--- src/rtl/core/gbio_pkg.sv ---
package gbio_pkg;

  // clamp limits for the glyph geometry
  localparam logic [6:0] MaxGlyphHeight = 7'd64;
  localparam logic [5:0] MaxGlyphWidth  = 6'd32;

  // entries in the queue between front and back
  localparam int unsigned QueueDepth = 2;

  // configuration register indexes
  localparam logic [2:0] RegGlyphHeight = 3'd0;
  localparam logic [2:0] RegEmbolden    = 3'd1;
  localparam logic [2:0] RegSlant       = 3'd2;
  localparam logic [2:0] RegOutlineMode = 3'd3;

  // one styled row as handed from front to back
  typedef struct packed {
    logic [63:0] row;      // styled row of this request
    logic [63:0] up;       // styled row two above, blank near the top
    logic [63:0] mid;      // styled row just above, blank on the first row
    logic [5:0]  width;    // final width of the result rows
    logic        last;     // last row of the glyph
    logic        outline;  // outline ring requested
  } row_entry_t;

  // ring pixels of one framed row from three unframed glyph rows
  function automatic logic [63:0] ring_row(input logic [63:0] up,
                                           input logic [63:0] mid,
                                           input logic [63:0] down);
    logic [63:0] fu;
    logic [63:0] fm;
    logic [63:0] fd;
    fu = up >> 1;
    fm = mid >> 1;
    fd = down >> 1;
    return ((fm << 1) | (fm >> 1) | fu | fd) & ~fm;
  endfunction

endpackage

--- src/rtl/core/glyph_bold_italic_outline.sv ---
// Styles 1-bpp glyph rows with synthetic bold, italic and a one-pixel outline
// ring, in that order. Push one source row per cycle with the glyph's width;
// results come out of a queue-like port in order. Without outline each row
// gives one result and the block sustains one row per cycle while results are
// popped, each row passing through the queue and the output register before its
// result shows. With outline each row gives one result lagging by one row, and
// the glyph's last row gives three, so it stays at the head of the queue until the
// output register has taken all three; the two-entry queue between the classifying
// front and the result back takes the next row meanwhile, and full then goes high
// once per glyph. Configuration writes take effect from the next row and are meant
// for idle periods; glyph_height is the row count of every glyph and the row
// counter restarts after each glyph's last row.
module glyph_bold_italic_outline import gbio_pkg::*; (
  input  logic        clk_i,
  input  logic        rst_ni,
  input  logic        cfg_valid_i,
  output logic        cfg_ready_o,
  input  logic [2:0]  cfg_index_i,
  input  logic [6:0]  cfg_data_i,
  input  logic        push,
  output logic        full,
  input  logic [31:0] row_pixels_i,
  input  logic [5:0]  glyph_width_i,
  output logic        empty,
  input  logic        pop,
  output logic [63:0] out_pixels_o,
  output logic [5:0]  out_width_o,
  output logic        run_last_o,
  output logic        glyph_last_o
);

  row_entry_t front_entry;
  row_entry_t head_entry;
  logic       accept;
  logic       q_empty;
  logic       head_pop;

  assign cfg_ready_o = 1'b1;
  assign accept      = push && !full;

  // front: classify and style each request
  gbio_front u_front (
    .clk_i         (clk_i),
    .rst_ni        (rst_ni),
    .cfg_valid_i   (cfg_valid_i),
    .cfg_index_i   (cfg_index_i),
    .cfg_data_i    (cfg_data_i),
    .accept_i      (accept),
    .row_pixels_i  (row_pixels_i),
    .glyph_width_i (glyph_width_i),
    .entry_o       (front_entry)
  );

  // decoupling queue
  gbio_queue u_queue (
    .clk_i   (clk_i),
    .rst_ni  (rst_ni),
    .wr_i    (accept),
    .wdata_i (front_entry),
    .rd_i    (head_pop),
    .rdata_o (head_entry),
    .full_o  (full),
    .empty_o (q_empty)
  );

  // back: result rows and outline flush
  gbio_back u_back (
    .clk_i        (clk_i),
    .rst_ni       (rst_ni),
    .head_i       (head_entry),
    .head_valid_i (!q_empty),
    .head_pop_o   (head_pop),
    .pop_i        (pop),
    .empty_o      (empty),
    .out_pixels_o (out_pixels_o),
    .out_width_o  (out_width_o),
    .run_last_o   (run_last_o),
    .glyph_last_o (glyph_last_o)
  );

endmodule

--- src/rtl/core/gbio_front.sv ---
module gbio_front import gbio_pkg::*; (
  input  logic             clk_i,
  input  logic             rst_ni,
  input  logic             cfg_valid_i,
  input  logic [2:0]       cfg_index_i,
  input  logic [6:0]       cfg_data_i,
  input  logic             accept_i,
  input  logic [31:0]      row_pixels_i,
  input  logic [5:0]       glyph_width_i,
  output row_entry_t       entry_o
);

  logic [6:0]  glyph_height_q;
  logic        embolden_q;
  logic        slant_q;
  logic        outline_mode_q;
  logic [6:0]  row_index_q;
  logic [63:0] prev_row_q;
  logic [63:0] prev2_row_q;

  logic [6:0]  height;
  logic [5:0]  width_in;
  logic        last;
  logic [6:0]  y;
  logic [6:0]  rows_left;
  logic [4:0]  shear;
  logic [63:0] mask;
  logic [63:0] row_src;
  logic [63:0] row_bold;
  logic [63:0] row_styled;
  logic [6:0]  width_sum;

  // configuration registers
  always_ff @(posedge clk_i or negedge rst_ni) begin
    if (!rst_ni) begin
      glyph_height_q <= 7'd16;
      embolden_q     <= 1'b0;
      slant_q        <= 1'b0;
      outline_mode_q <= 1'b0;
    end else if (cfg_valid_i) begin
      unique case (cfg_index_i)
        RegGlyphHeight: glyph_height_q <= cfg_data_i;
        RegEmbolden:    embolden_q     <= cfg_data_i[0];
        RegSlant:       slant_q        <= cfg_data_i[0];
        RegOutlineMode: outline_mode_q <= cfg_data_i[0];
        default: ;
      endcase
    end
  end

  // clamp height and width into range
  always_comb begin
    height = glyph_height_q;
    if (height == 7'd0) begin
      height = 7'd1;
    end else if (height > MaxGlyphHeight) begin
      height = MaxGlyphHeight;
    end
    width_in = glyph_width_i;
    if (width_in == 6'd0) begin
      width_in = 6'd1;
    end else if (width_in > MaxGlyphWidth) begin
      width_in = MaxGlyphWidth;
    end
  end

  // row position, rows past the height fold onto the last row
  assign last      = (row_index_q >= height - 7'd1);
  assign y         = last ? (height - 7'd1) : row_index_q;
  assign rows_left = height - y;
  assign shear     = rows_left[6:2];

  // bold smear then italic shear
  assign mask       = ~(64'hFFFF_FFFF_FFFF_FFFF >> width_in);
  assign row_src    = {row_pixels_i, 32'h0} & mask;
  assign row_bold   = embolden_q ? (row_src | (row_src >> 1)) : row_src;
  assign row_styled = slant_q ? (row_bold >> shear) : row_bold;

  // final width, framed by one pixel on each side for the outline
  assign width_sum = {1'b0, width_in}
                   + {6'd0, embolden_q}
                   + (slant_q ? {2'd0, height[6:2]} : 7'd0)
                   + (outline_mode_q ? 7'd2 : 7'd0);

  // request handed to the queue
  always_comb begin
    entry_o.row     = row_styled;
    entry_o.up      = (y >= 7'd2) ? prev2_row_q : 64'd0;
    entry_o.mid     = (y >= 7'd1) ? prev_row_q : 64'd0;
    entry_o.width   = width_sum[5:0];
    entry_o.last    = last;
    entry_o.outline = outline_mode_q;
  end

  // neighbour rows and row counter
  always_ff @(posedge clk_i or negedge rst_ni) begin
    if (!rst_ni) begin
      row_index_q <= 7'd0;
      prev_row_q  <= 64'd0;
      prev2_row_q <= 64'd0;
    end else if (accept_i) begin
      row_index_q <= last ? 7'd0 : row_index_q + 7'd1;
      prev_row_q  <= row_styled;
      prev2_row_q <= prev_row_q;
    end
  end

endmodule

--- src/rtl/core/gbio_queue.sv ---
module gbio_queue import gbio_pkg::*; (
  input  logic       clk_i,
  input  logic       rst_ni,
  input  logic       wr_i,
  input  row_entry_t wdata_i,
  input  logic       rd_i,
  output row_entry_t rdata_o,
  output logic       full_o,
  output logic       empty_o
);

  localparam int unsigned PtrW = (QueueDepth > 1) ? $clog2(QueueDepth) : 1;
  localparam int unsigned CntW = $clog2(QueueDepth + 1);
  localparam logic [PtrW-1:0] LastSlot = PtrW'(QueueDepth - 1);
  localparam logic [CntW-1:0] DepthCnt = CntW'(QueueDepth);

  row_entry_t            slot_q [QueueDepth];
  logic [PtrW-1:0]       wr_ptr_q;
  logic [PtrW-1:0]       rd_ptr_q;
  logic [CntW-1:0]       count_q;
  logic                  do_wr;
  logic                  do_rd;

  assign full_o  = (count_q == DepthCnt);
  assign empty_o = (count_q == '0);
  assign do_wr   = wr_i && !full_o;
  assign do_rd   = rd_i && !empty_o;
  assign rdata_o = slot_q[rd_ptr_q];

  // storage
  always_ff @(posedge clk_i) begin
    if (do_wr) begin
      slot_q[wr_ptr_q] <= wdata_i;
    end
  end

  // pointers and fill count
  always_ff @(posedge clk_i or negedge rst_ni) begin
    if (!rst_ni) begin
      wr_ptr_q <= '0;
      rd_ptr_q <= '0;
      count_q  <= '0;
    end else begin
      if (do_wr) begin
        wr_ptr_q <= (wr_ptr_q == LastSlot) ? '0 : wr_ptr_q + 1'b1;
      end
      if (do_rd) begin
        rd_ptr_q <= (rd_ptr_q == LastSlot) ? '0 : rd_ptr_q + 1'b1;
      end
      if (do_wr && !do_rd) begin
        count_q <= count_q + 1'b1;
      end else if (do_rd && !do_wr) begin
        count_q <= count_q - 1'b1;
      end
    end
  end

endmodule

--- src/rtl/core/gbio_back.sv ---
module gbio_back import gbio_pkg::*; (
  input  logic        clk_i,
  input  logic        rst_ni,
  input  row_entry_t  head_i,
  input  logic        head_valid_i,
  output logic        head_pop_o,
  input  logic        pop_i,
  output logic        empty_o,
  output logic [63:0] out_pixels_o,
  output logic [5:0]  out_width_o,
  output logic        run_last_o,
  output logic        glyph_last_o
);

  localparam logic [1:0] PhFirst = 2'd0;
  localparam logic [1:0] PhMid   = 2'd1;
  localparam logic [1:0] PhLast  = 2'd2;

  logic [1:0]  phase_q, phase_d;
  logic        out_valid_q;
  logic [63:0] pix_q;
  logic [5:0]  width_q;
  logic        run_last_q;
  logic        glyph_last_q;

  logic        load;
  logic        final_phase;
  logic [63:0] pix_d;
  logic        run_last_d;
  logic        glyph_last_d;

  // next result from the head request
  assign load        = head_valid_i && (!out_valid_q || pop_i);
  assign final_phase = !head_i.outline || !head_i.last || (phase_q == PhLast);
  assign head_pop_o  = load && final_phase;

  always_comb begin
    pix_d        = head_i.row;
    run_last_d   = 1'b1;
    glyph_last_d = head_i.last;
    if (head_i.outline) begin
      unique case (phase_q)
        PhFirst: begin
          pix_d        = ring_row(head_i.up, head_i.mid, head_i.row);
          run_last_d   = !head_i.last;
          glyph_last_d = 1'b0;
        end
        PhMid: begin
          pix_d        = ring_row(head_i.mid, head_i.row, 64'd0);
          run_last_d   = 1'b0;
          glyph_last_d = 1'b0;
        end
        PhLast: begin
          pix_d        = ring_row(head_i.row, 64'd0, 64'd0);
          run_last_d   = 1'b1;
          glyph_last_d = 1'b1;
        end
        default: begin
          pix_d        = head_i.row;
          run_last_d   = 1'b1;
          glyph_last_d = head_i.last;
        end
      endcase
    end
  end

  // flush sequencer for the outline tail rows
  always_comb begin
    phase_d = phase_q;
    if (load) begin
      unique case (phase_q)
        PhFirst: phase_d = final_phase ? PhFirst : PhMid;
        PhMid:   phase_d = PhLast;
        PhLast:  phase_d = PhFirst;
        default: phase_d = PhFirst;
      endcase
    end
  end

  // control state of the output register
  always_ff @(posedge clk_i or negedge rst_ni) begin
    if (!rst_ni) begin
      phase_q     <= PhFirst;
      out_valid_q <= 1'b0;
    end else begin
      phase_q <= phase_d;
      if (load) begin
        out_valid_q <= 1'b1;
      end else if (pop_i) begin
        out_valid_q <= 1'b0;
      end
    end
  end

  // output payload
  always_ff @(posedge clk_i) begin
    if (load) begin
      pix_q        <= pix_d;
      width_q      <= head_i.width;
      run_last_q   <= run_last_d;
      glyph_last_q <= glyph_last_d;
    end
  end

  assign empty_o      = !out_valid_q;
  assign out_pixels_o = pix_q;
  assign out_width_o  = width_q;
  assign run_last_o   = run_last_q;
  assign glyph_last_o = glyph_last_q;

endmodule

--- config.mk ---
export PLATFORM = sky130hd
export DESIGN_NAME = glyph_bold_italic_outline
export DESIGN_NICKNAME = d
export VERILOG_FILES = /design/src/rtl/core/gbio_pkg.sv /design/src/rtl/core/glyph_bold_italic_outline.sv /design/src/rtl/core/gbio_front.sv /design/src/rtl/core/gbio_queue.sv /design/src/rtl/core/gbio_back.sv
export SDC_FILE = /design/constraint.sdc
export NUM_CORES = 1
export LEC_CHECK = 0
export BUFFER_PORTS_ARGS = -buffer_cell sky130_fd_sc_hd__buf_2
export CELL_PAD_IN_SITES_DETAIL_PLACEMENT = 1
export CELL_PAD_IN_SITES_GLOBAL_PLACEMENT = 1
export CORE_AREA = 4 4 361 292
export CTS_CLUSTER_DIAMETER = 80
export DETAILED_ROUTE_END_ITERATION = 6
export DIE_AREA = 0 0 365 296
export MAX_ROUTING_LAYER = met4
export PLACE_DENSITY_LB_ADDON = 0.1
export SYNTH_ARGS = -nofsm -noshare
export SYNTH_HDL_FRONTEND = slang
export SYNTH_SLANG_ARGS = --single-unit
--- constraint.sdc ---
create_clock -name clk_i -period 15 [get_ports clk_i]
set_input_delay 2.25 -clock clk_i [delete_from_list [all_inputs] [get_ports clk_i]]
set_output_delay 2.25 -clock clk_i [all_outputs]
set_load 0.005 [all_outputs]
==> run_results.csv, run 1 <==
group,metric,value,unit
synthesis,syn_nets,2794,
detailed_routing,drt_iter0_drc,1908,
critical_path,worst-r2r-cell-count,24,
die,std_cell_rows,105,
die,initial_core_util,30.8,%
detailed_routing,first_pass_iters,5,
grt,overflow,0,
synthesis,synth_xor_area_share,0.591,%
clock_network,root_buffer,"clkbuf_16",
clock_network,clock_latency,0.64,ns
synthesis,ys_types,96,
critical_path,max_stage_delay,1.01,ns
critical_path,cp_max_fo,50,
finish,nNetsFinal,2865,
critical_path,crit_arrival,10.93,ns
critical_path,worstPathCellList,"clkinv_1 > o21ai_0 > ha_1 > xnor2_1 > ha_1 > a21o_1 > a311oi_1 > o221ai_2 > a31oi_4 > inv_2 > nand2_1 > o21ai_0 > ha_2 > buf_4 > clkinv_1 > buf_4 > nand4_1 > nor3_1 > nor2_1 > o221ai_1 > o21ai_1 > mux2i_1 > o31ai_1 > mux2_2",
synthesis,postSynthCellCount,2719,
die,die_w,365,µm
clock_network,cts_made_buffers,71,
detailed_routing,wire_per_inst,27.9,µm
detailed_routing,viasPerCell,5.57,
place,port_buffers,126,
clock_network,cts_buffer_depth,3,
run_status,status,"finished clean",
grt,grt_pass1_wl,171,mm
job,cap_violations,0,
grt,grt_util_met2,33.1,%
sta,fin_skew,0.0233,ns
detailed_routing,ant_nets,0,
critical_path,r2r_end,"u_front.prev_row_q[22]",
worst_hold_path,worstHoldStart,"u_front.prev2_row_q[9]",
clock_network,h-tree-depth,3,
sta,clock.fmax,96.4,MHz
detailed_routing,drc,0,
grt,grt_max_degree,130,
worst_hold_path,holdPathEnd,"u_front.prev2_row_q[9]",
critical_path,rrSetupSlack,4.63,ns
place,hpwl,79.7,mm
critical_path,reg2reg_from,"u_front.glyph_height_q[6]",
synthesis,syn_area,31300,µm²
critical_path,path_class,"reg2reg",
place,gp_congestion,0.885,
detailed_routing,via_count,23321,
grt,grtUsageMet1,31.5,%
sta,finalCritPeriodShare,69.2,%
critical_path,required,15.56,ns
synthesis,syn_avg_cell_area,11.5,µm²
clock_network,ctsHoldBuffers,0,
synthesis,synth_edf_count,468,
finish,synthToLayoutAreaGrowth,14.2,%
synthesis,ys_ff_latch,618,
worst_hold_path,holdPathStages,2,
critical_path,critical_path.startpoint_type,"register",
grt,antenna_found_initial,6,
die,dieArea,108000,µm²
sta,relSlewSlack,11.6,%
clock_network,path_clk_slew,0.06,ns
critical_path,cp-end-kind,"register",
clock_network,cts.sinks,618,
synthesis,synth_compound_area_share,15.9,%
grt,grt_pass1_vias,24177,
synthesis,synthSimpleGateAreaFrac,13.0,%
synthesis,synth_warnings,0,
clock_network,cts_tree,"built",
synthesis,yosys_most_used_dff,"edfxtp_1",
grt,grt_usage,22.1,%
die,core_area,102000,µm²
die,io_pins,128,
sta,tns,0,ns
die,chipHeight,296,µm
detailed_routing,wirelength,117,mm
sta,slew_viol_final,0,
clock_network,post_cts_resized,0,
sta,rsz0062_at_grt,"no",
synthesis,ys_seq_area_share,56.8,%
synthesis,synth_fa_ha_area_share,0.982,%
critical_path,critPathSlowestCell,"nor2_1",
worst_hold_path,min_path_type,"reg2reg",
synthesis,synth-async-reset-ratio,24.3,%
grt,grtUsageMet3,3.57,%
clock_network,cts_post_setup_buffers_inserted,0,
synthesis,synth.area.mux_share,9.71,%
finish,layout-drive-gt1-share,16.7,%
sta,setup-violations-final,0,
sta,fin_crit,10.37,ns
grt,gr-max-usage-layer,"met2",
sta,hold_viol,0,
sta,worst_slew_pin_slew,1.32,ns
synthesis,synth_top_family_by_area,"compound AO/OA/AOI/OAI gates",
-- stage by stage --
| stage | area [µm²] | cells | util (%) | setup WS [ns] | hold slack, ns |
|---|---|---|---|---|---|
| after floorplan | 31300 | 2719 | - | 3.32 | 0.438 |
| after CTS | 35800 | 4185 | 35.2 | 4.93 | 0.470 |
| after detailed placement | 33400 | 4054 | 32.8 | 4.98 | 0.454 |
| final | 35800 | 4186 | 35.2 | 4.63 | 0.465 |
| after global routing | 35800 | 4185 | 35.2 | 4.24 | 0.494 |
| after global placement | 33400 | 4054 | 32.8 | 5.06 | 0.450 |
-- registers in the layout, indices dropped and copies added, names as in the netlist, 2 cells and up --
| signal | cells |
|---|---|
| u_back.out_width_o | 6 |
| u_front.prev2_row_q | 63 |
| u_queue.slot_q | 396 |
| u_queue.count_q | 2 |
| u_back.out_pixels_o | 64 |
| u_front.glyph_height_q | 7 |
| u_back.phase_q | 2 |
| u_front.prev_row_q | 63 |
| u_front.row_index_q | 7 |
-- layout by cell type, fill, tap and decap left out, types with 28 or more instances in the layout --
master / Yosys / final
edfxtp_1: 468 / 468
nand2_1: 347 / 346
mux2i_1: 164 / 163
dfrtp_1: 149 / 146
nor2b_1: 141 / 141
a21oi_1: 127 / 126
buf_2: 15 / 125
nor2_1: 128 / 124
mux2_2: 117 / 117
o21ai_0: 98 / 98
clkbuf_16: 0 / 71
o22ai_1: 68 / 68
buf_4: 7 / 55
a32oi_1: 47 / 47
nor3_1: 42 / 42
a31oi_1: 42 / 42
nand2b_1: 39 / 39
o32ai_1: 39 / 39
nand3_1: 38 / 38
inv_1: 34 / 33
o211ai_1: 28 / 28
-- worst max-delay path, delay by kind of cell (launching register included) --
family	cells	cell delay, ns
buf+inv	5	2.15
flops	1	0.74
compound gates	9	3.96
fa+ha+maj	3	0.97
mux	2	0.87
simple gates	4	1.33
xor+xnor	1	0.18
-- per-layer routing --
layer  vias to the layer above  share of wire [%]
met3                       149                4.9
li1                      10517                  -
met4                         0                2.2
met2                       542                 44
met5                         -                  0
met1                     12113                 49
-- synth_stat cells (34+ instances only) --
cell type	n	share of area, %
o21ai_0	98	1.6
o32ai_1	39	1.1
nor3_1	42	0.67
edfxtp_1	468	45
nor2_1	128	1.5
inv_1	34	0.41
a21oi_1	127	2.0
nand2b_1	39	0.78
mux2i_1	164	5.2
mux2_2	117	4.2
nand3_1	38	0.61
a32oi_1	47	1.3
clkbuf_1	127	1.5
dfrtp_1	149	12
a31oi_1	42	0.84
nand2_1	347	4.2
nor2b_1	141	2.8
o22ai_1	68	1.4
-- kinds of logic after synthesis --
kind of cell    Yosys count
simple gates            844
compound gates          707
flops                   618
mux                     285
buf+inv                 222
fa+ha+maj                23
xor+xnor                 19
other cells               1
-- how the worst max path moves through the flow --
| stage | startpoint | endpoint | slack [ns] | cells after the start |
|---|---|---|---|---|
| after floorplan | push | u_queue.slot_q[0][0] | 3.32 | 4 |
| after global placement | u_front.glyph_height_q[6] | u_front.prev_row_q[22] | 5.06 | 24 |
| after detailed placement | u_front.glyph_height_q[6] | u_front.prev_row_q[22] | 4.98 | 24 |
| after CTS | u_front.glyph_height_q[6] | u_front.prev_row_q[22] | 4.93 | 24 |
| after global routing | u_front.glyph_height_q[6] | u_front.prev_row_q[22] | 4.24 | 24 |
| final | u_front.glyph_height_q[6] | u_front.prev_row_q[22] | 4.63 | 24 |
-- layout make-up --
cell class | instances | area [µm²]
multi-input cells | 1879 | 12700
fillers | 10929 | 66000
diodes | 1 | 2.50
clock buffers | 96 | 1970
repair buffers | 183 | 1090
flip-flops and latches | 618 | 17800
well taps | 1337 | 1670
inverters | 37 | 141
clock inverters | 35 | 427
Power of run 1 is left out: the tool's default activity adds up to more than one toggle a clock period on the data nets, which glitch-free logic cannot reach.
==> run 2: changes to the inputs <==
==> constraint.sdc (replaced) <==
create_clock -name clk_i -period 9.8 [get_ports clk_i]
set_input_delay 1.47 -clock clk_i [delete_from_list [all_inputs] [get_ports clk_i]]
set_output_delay 1.47 -clock clk_i [all_outputs]
set_load 0.005 [all_outputs]
==> run 2 against run 1 <==
Compared with the run above:
- first-iteration DRC count decreased by 5.5%
- maximum frequency increased by 17%
- via count increased by 0.31%
- critical path type unchanged
- critical endpoint unchanged
- largest cell class unchanged
- highest routed layer unchanged
==> run_results.csv, run 2 (synthesized netlist as in run 1, its figures left out) <==
group,metric,value,unit
run_status,status,"finished clean",
clock_network,cts.sinks,618,
sta,hold_viol,0,
detailed_routing,ant_nets,0,
die,chipHeight,296,µm
critical_path,rrSetupSlack,0.90,ns
detailed_routing,viasPerCell,5.57,
finish,synthToLayoutAreaGrowth,14.5,%
finish,final_common_cell,"edfxtp_1",
grt,grt_pass1_vias,24153,
detailed_routing,drc,0,
sta,fin_skew,0.0265,ns
finish,largest_reg_flops,396,
sta,worst_slew_pin_slew,1.37,ns
finish,nNetsFinal,2875,
critical_path,required,10.35,ns
clock_network,path_clk_slew,0.06,ns
critical_path,cp-end-kind,"register",
sta,finalCritPeriodShare,90.8,%
place,placed_area,33500,µm²
die,core_area,102000,µm²
sta,clock.fmax,112,MHz
grt,grt_usage,22.3,%
critical_path,path_class,"reg2reg",
finish,final_cell_mix,"edfxtp_1 (468), nand2_1 (346), mux2i_1 (163)",
grt,grt_pass1_wl,172,mm
sta,rsz0062_at_grt,"no",
clock_network,ctsHoldBuffers,0,
die,std_cell_rows,105,
detailed_routing,via_count,23393,
job,cap_violations,0,
detailed_routing,drt_iter0_drc,1803,
sta,relSlewSlack,8.57,%
critical_path,worstSetupEndpoint,"u_front.prev_row_q[22]",
critical_path,crit_start,"u_front.glyph_height_q[6]",
sta,setup-violations-final,0,
clock_network,cts_post_setup_buffers_inserted,0,
critical_path,worst-r2r-cell-count,23,
detailed_routing,first_pass_iters,5,
finish,final_area,35900,µm²
place,hpwl,80.9,mm
die,io_pins,128,
finish,layout-drive-gt1-share,16.8,%
critical_path,crit_arrival,9.45,ns
die,die_w,365,µm
grt,antenna_found_initial,4,
detailed_routing,wirelength,118,mm
critical_path,cp_max_fo,20,
worst_hold_path,min_path_type,"reg2reg",
place,port_buffers,126,
clock_network,cts_buffer_depth,3,
clock_network,h-tree-depth,3,
detailed_routing,wire_per_inst,28.1,µm
sta,slew_viol_final,0,
clock_network,cts_made_buffers,72,
critical_path,r2r_end,"u_front.prev_row_q[22]",
clock_network,root_buffer,"clkbuf_16",
die,dieArea,108000,µm²
clock_network,clock_latency,0.63,ns
sta,fin_crit,8.90,ns
clock_network,cts_tree,"built",
grt,grt_max_degree,139,
sta,tns,0,ns
die,initial_core_util,30.8,%
finish,regMostFlops,"u_queue.slot_q",
grt,overflow,0,
place,gp_congestion,0.887,
clock_network,post_cts_resized,0,
critical_path,reg2reg_from,"u_front.glyph_height_q[6]",
critical_path,critical_path.startpoint_type,"register",
run 2: worst max-delay path, cell delays in order (launching register included):
cell and delay, ns:
dfrtp_1 0.75, clkinv_1 0.52, o21ai_0 0.33, ha_1 0.34, xnor2_1 0.19, ha_1 0.30
a21o_1 0.17, a311oi_1 0.42, o221ai_2 0.30, a31oi_4 0.54, inv_2 0.25, o21ai_0 0.31
ha_2 0.43, and2_1 0.20, a311oi_1 0.38, and3_1 0.27, xnor2_1 0.13, mux2i_4 0.57
buf_4 0.30, nand3b_1 0.08, o21ai_1 0.40, mux2i_1 0.44, o31ai_1 0.87, mux2_2 0.30
run 2: layer usage:
metal	vias to the layer above	GRT usage (%)	wire (µm)
met4	0	4.51	2210
met5	-	-	0
met2	489	34.0	53300
met3	126	2.67	4330
li1	10525	-	-
met1	12253	32.0	58300
run 2: worst min path at each step:
stage,startpoint,to,slack [ns],depth (start not counted)
final,u_front.prev2_row_q[56],u_front.prev2_row_q[56],0.46,2
after global routing,u_front.prev2_row_q[1],u_front.prev2_row_q[1],0.49,2
after CTS,u_front.prev2_row_q[52],u_front.prev2_row_q[52],0.47,2
after detailed placement,u_front.prev2_row_q[52],u_front.prev2_row_q[52],0.45,2
after global placement,u_front.prev2_row_q[14],u_front.prev2_row_q[14],0.45,2
after floorplan,u_front.prev2_row_q[36],u_front.prev2_row_q[36],0.44,2
run 2: area by class of cell:
type | instances | area [µm²]
Antenna cell | 3 | 7.51
Clock buffer | 95 | 1970
Clock inverter | 37 | 455
Fill cell | 10993 | 65900
Inverter | 37 | 141
Multi-Input combinational cell | 1879 | 12700
Sequential cell | 618 | 17800
Tap cell | 1337 | 1670
Timing Repair Buffer | 192 | 1170
run 2: through the flow:
step	setup slack (ns)	cells	utilization [%]	hold slack, ns
floorplan	2.26	2719	-	0.438
global placement	1.14	4063	32.9	0.451
detailed placement	0.978	4063	32.9	0.454
CTS	0.915	4195	35.2	0.470
global route	0.258	4196	35.2	0.489
finish	0.904	4198	35.3	0.464
Power of run 2 is left out for the same reason.
==> run 3: changes to the inputs <==
--- a/config.mk
+++ b/config.mk
@@ -14,6 +14,7 @@
 export DIE_AREA = 0 0 365 296
 export MAX_ROUTING_LAYER = met4
 export PLACE_DENSITY_LB_ADDON = 0.1
+export REMOVE_ABC_BUFFERS = 1
 export SYNTH_ARGS = -nofsm -noshare
 export SYNTH_HDL_FRONTEND = slang
 export SYNTH_SLANG_ARGS = --single-unit
==> run 3 against run 2 <==
Compared with the run above:
- die area unchanged
- cell area up 0.14%
- register-to-register slack worse by 0.16 ns
- sequential share of layout area down 0.069 points
- routed wire length down 0.27%
- global-route usage up 0.058 points
- first-iteration DRC count up 8.5%
- maximum frequency down 1.8%
- clock skew up 0.0060 ns
- clock-buffer cell count up 8
- non-clock buffer count down 4
- via count down 0.31%
==> run_results.csv, run 3 (synthesized netlist as in run 1, its figures left out) <==
group,metric,value,unit
run_status,status,"finished clean",
sta,hold_viol,0,
sta,fin_crit,9.06,ns
critical_path,cp-end-kind,"register",
finish,fillers,10972,
die,core_area,102000,µm²
critical_path,required,10.37,ns
sta,tns,0,ns
clock_network,cts.sinks,618,
finish,regMostFlops,"u_queue.slot_q",
sta,relSlewSlack,15.6,%
clock_network,cts_buffer_depth,3,
die,initial_core_util,30.8,%
detailed_routing,wirelength,118,mm
critical_path,max_stage_delay,0.78,ns
detailed_routing,drc,0,
job,cap_violations,0,
critical_path,r2r_end,"u_front.prev_row_q[2]",
clock_network,ctsHoldBuffers,0,
place,hpwl,79.2,mm
clock_network,cts_post_setup_buffers_inserted,0,
critical_path,critPathSlowestCell,"dfrtp_1",
critical_path,cp_max_fo,18,
clock_network,post_cts_resized,0,
finish,synthToLayoutAreaGrowth,14.7,%
worst_hold_path,worstHoldStart,"u_front.prev2_row_q[48]",
clock_network,cts_tree,"built",
critical_path,cp.buffers_inverters,3,
sta,clock.fmax,110,MHz
critical_path,critical_path.startpoint_type,"register",
finish,final_common_cell,"edfxtp_1",
grt,antenna_found_initial,6,
clock_network,h-tree-depth,3,
die,chipHeight,296,µm
sta,worst_slew_pin_slew,1.25,ns
place,gp_congestion,0.887,
grt,grt_usage,22.3,%
critical_path,worstPathCellList,"clkinv_1 > o21ai_0 > ha_1 > xnor2_1 > ha_1 > a21o_1 > a311oi_1 > o221ai_2 > a31oi_4 > inv_2 > o21ai_0 > ha_2 > and2_1 > a311oi_1 > and3_1 > maj3_1 > nor2_2 > o31ai_2 > xor2_4 > nor2_1 > nand2_1 > nor3b_1 > buf_4 > mux2_2",
worst_hold_path,holdPathStages,2,
die,io_pins,128,
clock_network,cts_made_buffers,73,
die,std_cell_rows,105,
clock_network,clock_latency,0.64,ns
critical_path,rrSetupSlack,0.74,ns
detailed_routing,first_pass_iters,5,
detailed_routing,viasPerCell,5.56,
grt,overflow,0,
grt,grt_max_degree,143,
finish,final_cell_mix,"edfxtp_1 (468), nand2_1 (346), mux2i_1 (163)",
grt,grt_pass1_vias,24186,
worst_hold_path,min_path_type,"reg2reg",
detailed_routing,ant_nets,0,
critical_path,worst-r2r-cell-count,24,
critical_path,cp_top_family,"compound AO/OA/AOI/OAI gates",
worst_hold_path,holdPathEnd,"u_front.prev2_row_q[48]",
place,port_buffers,126,
finish,layout-drive-gt1-share,16.7,%
clock_network,path_clk_slew,0.06,ns
critical_path,path_class,"reg2reg",
critical_path,reg2reg_from,"u_front.glyph_height_q[6]",
sta,setup-violations-final,0,
die,dieArea,108000,µm²
detailed_routing,wire_per_inst,28.1,µm
die,die_w,365,µm
sta,finalCritPeriodShare,92.4,%
critical_path,crit_arrival,9.63,ns
clock_network,root_buffer,"clkbuf_16",
finish,nNetsFinal,2872,
sta,rsz0062_at_grt,"no",
sta,fin_skew,0.0325,ns
grt,grt_pass1_wl,172,mm
detailed_routing,drt_iter0_drc,1957,
finish,largest_reg_flops,396,
sta,slew_viol_final,0,
detailed_routing,via_count,23321,
[run 3: changes by cell type in the layout (fill, tap and decap cells not counted), moves of 2 or more]
cell / previous run / this run
inv_8: 2 / 0
clkbuf_1: 17 / 22
clkbuf_8: 5 / 8
buf_4: 63 / 58
clkinv_1: 8 / 5
clkinv_2: 13 / 7
clkinv_8: 2 / 4
[run 3: final cells by class]
cell class	count	area, µm²	share of cell area, %
inverter	37	141	0.393
multi-input combinational	1879	12700	35.3
tap	1337	1670	4.65
clock inverter	31	460	1.28
timing repair buffer	188	1150	3.21
antenna	3	7.51	0.0209
clock buffer	103	2020	5.62
sequential	618	17800	49.6
[run 3: worst max path at each step]
stage	start	to	slack, ns	cells past startpoint
3_3_place_gp	u_front.glyph_height_q[6]	u_front.prev_row_q[2]	1.02	24
5_1_grt	u_front.glyph_height_q[6]	u_queue.slot_q[1][161]	0.09	22
2_1_floorplan	push	u_queue.slot_q[0][0]	-2.42	2
4_1_cts	u_front.glyph_height_q[6]	u_queue.slot_q[1][161]	0.85	22
3_5_place_dp	u_front.glyph_height_q[6]	u_queue.slot_q[1][161]	0.90	22
6_report	u_front.glyph_height_q[6]	u_front.prev_row_q[2]	0.74	24
[run 3: per-layer routing]
metal	part of all wire, %	GRT usage [%]	routed length [µm]	vias to the layer above
met5	0	-	0	-
met4	2.9	6.57	3440	0
met1	49	32.0	57200	12044
li1	-	-	-	10520
met2	44	33.0	52000	591
met3	4.4	3.04	5180	166
[run 3: worst register-to-register path: cells and delay by family (launching register included)]
kind / cells / cell delay (ns)
DFF: 1 / 0.78
buffers and inverters: 3 / 1.03
muxes: 1 / 0.14
xor gates and xnor gates: 2 / 0.54
AOI/OAI and AO/OA: 8 / 3.02
adders and majority gates: 4 / 1.33
and+or+nand+nor: 6 / 2.18
[run 3: metrics by stage]
stage	cells	area, µm²	utilization, %	worst slack [ns]	hold slack (ns)
after floorplan	2534	30500	-	-2.42	0.438
after global placement	4059	33500	32.9	1.02	0.450
after detailed placement	4059	33500	32.9	0.897	0.454
after CTS	4193	35900	35.3	0.850	0.470
after global routing	4194	35900	35.3	0.0871	0.480
final	4196	35900	35.3	0.741	0.465
Power of run 3 is left out for the same reason.
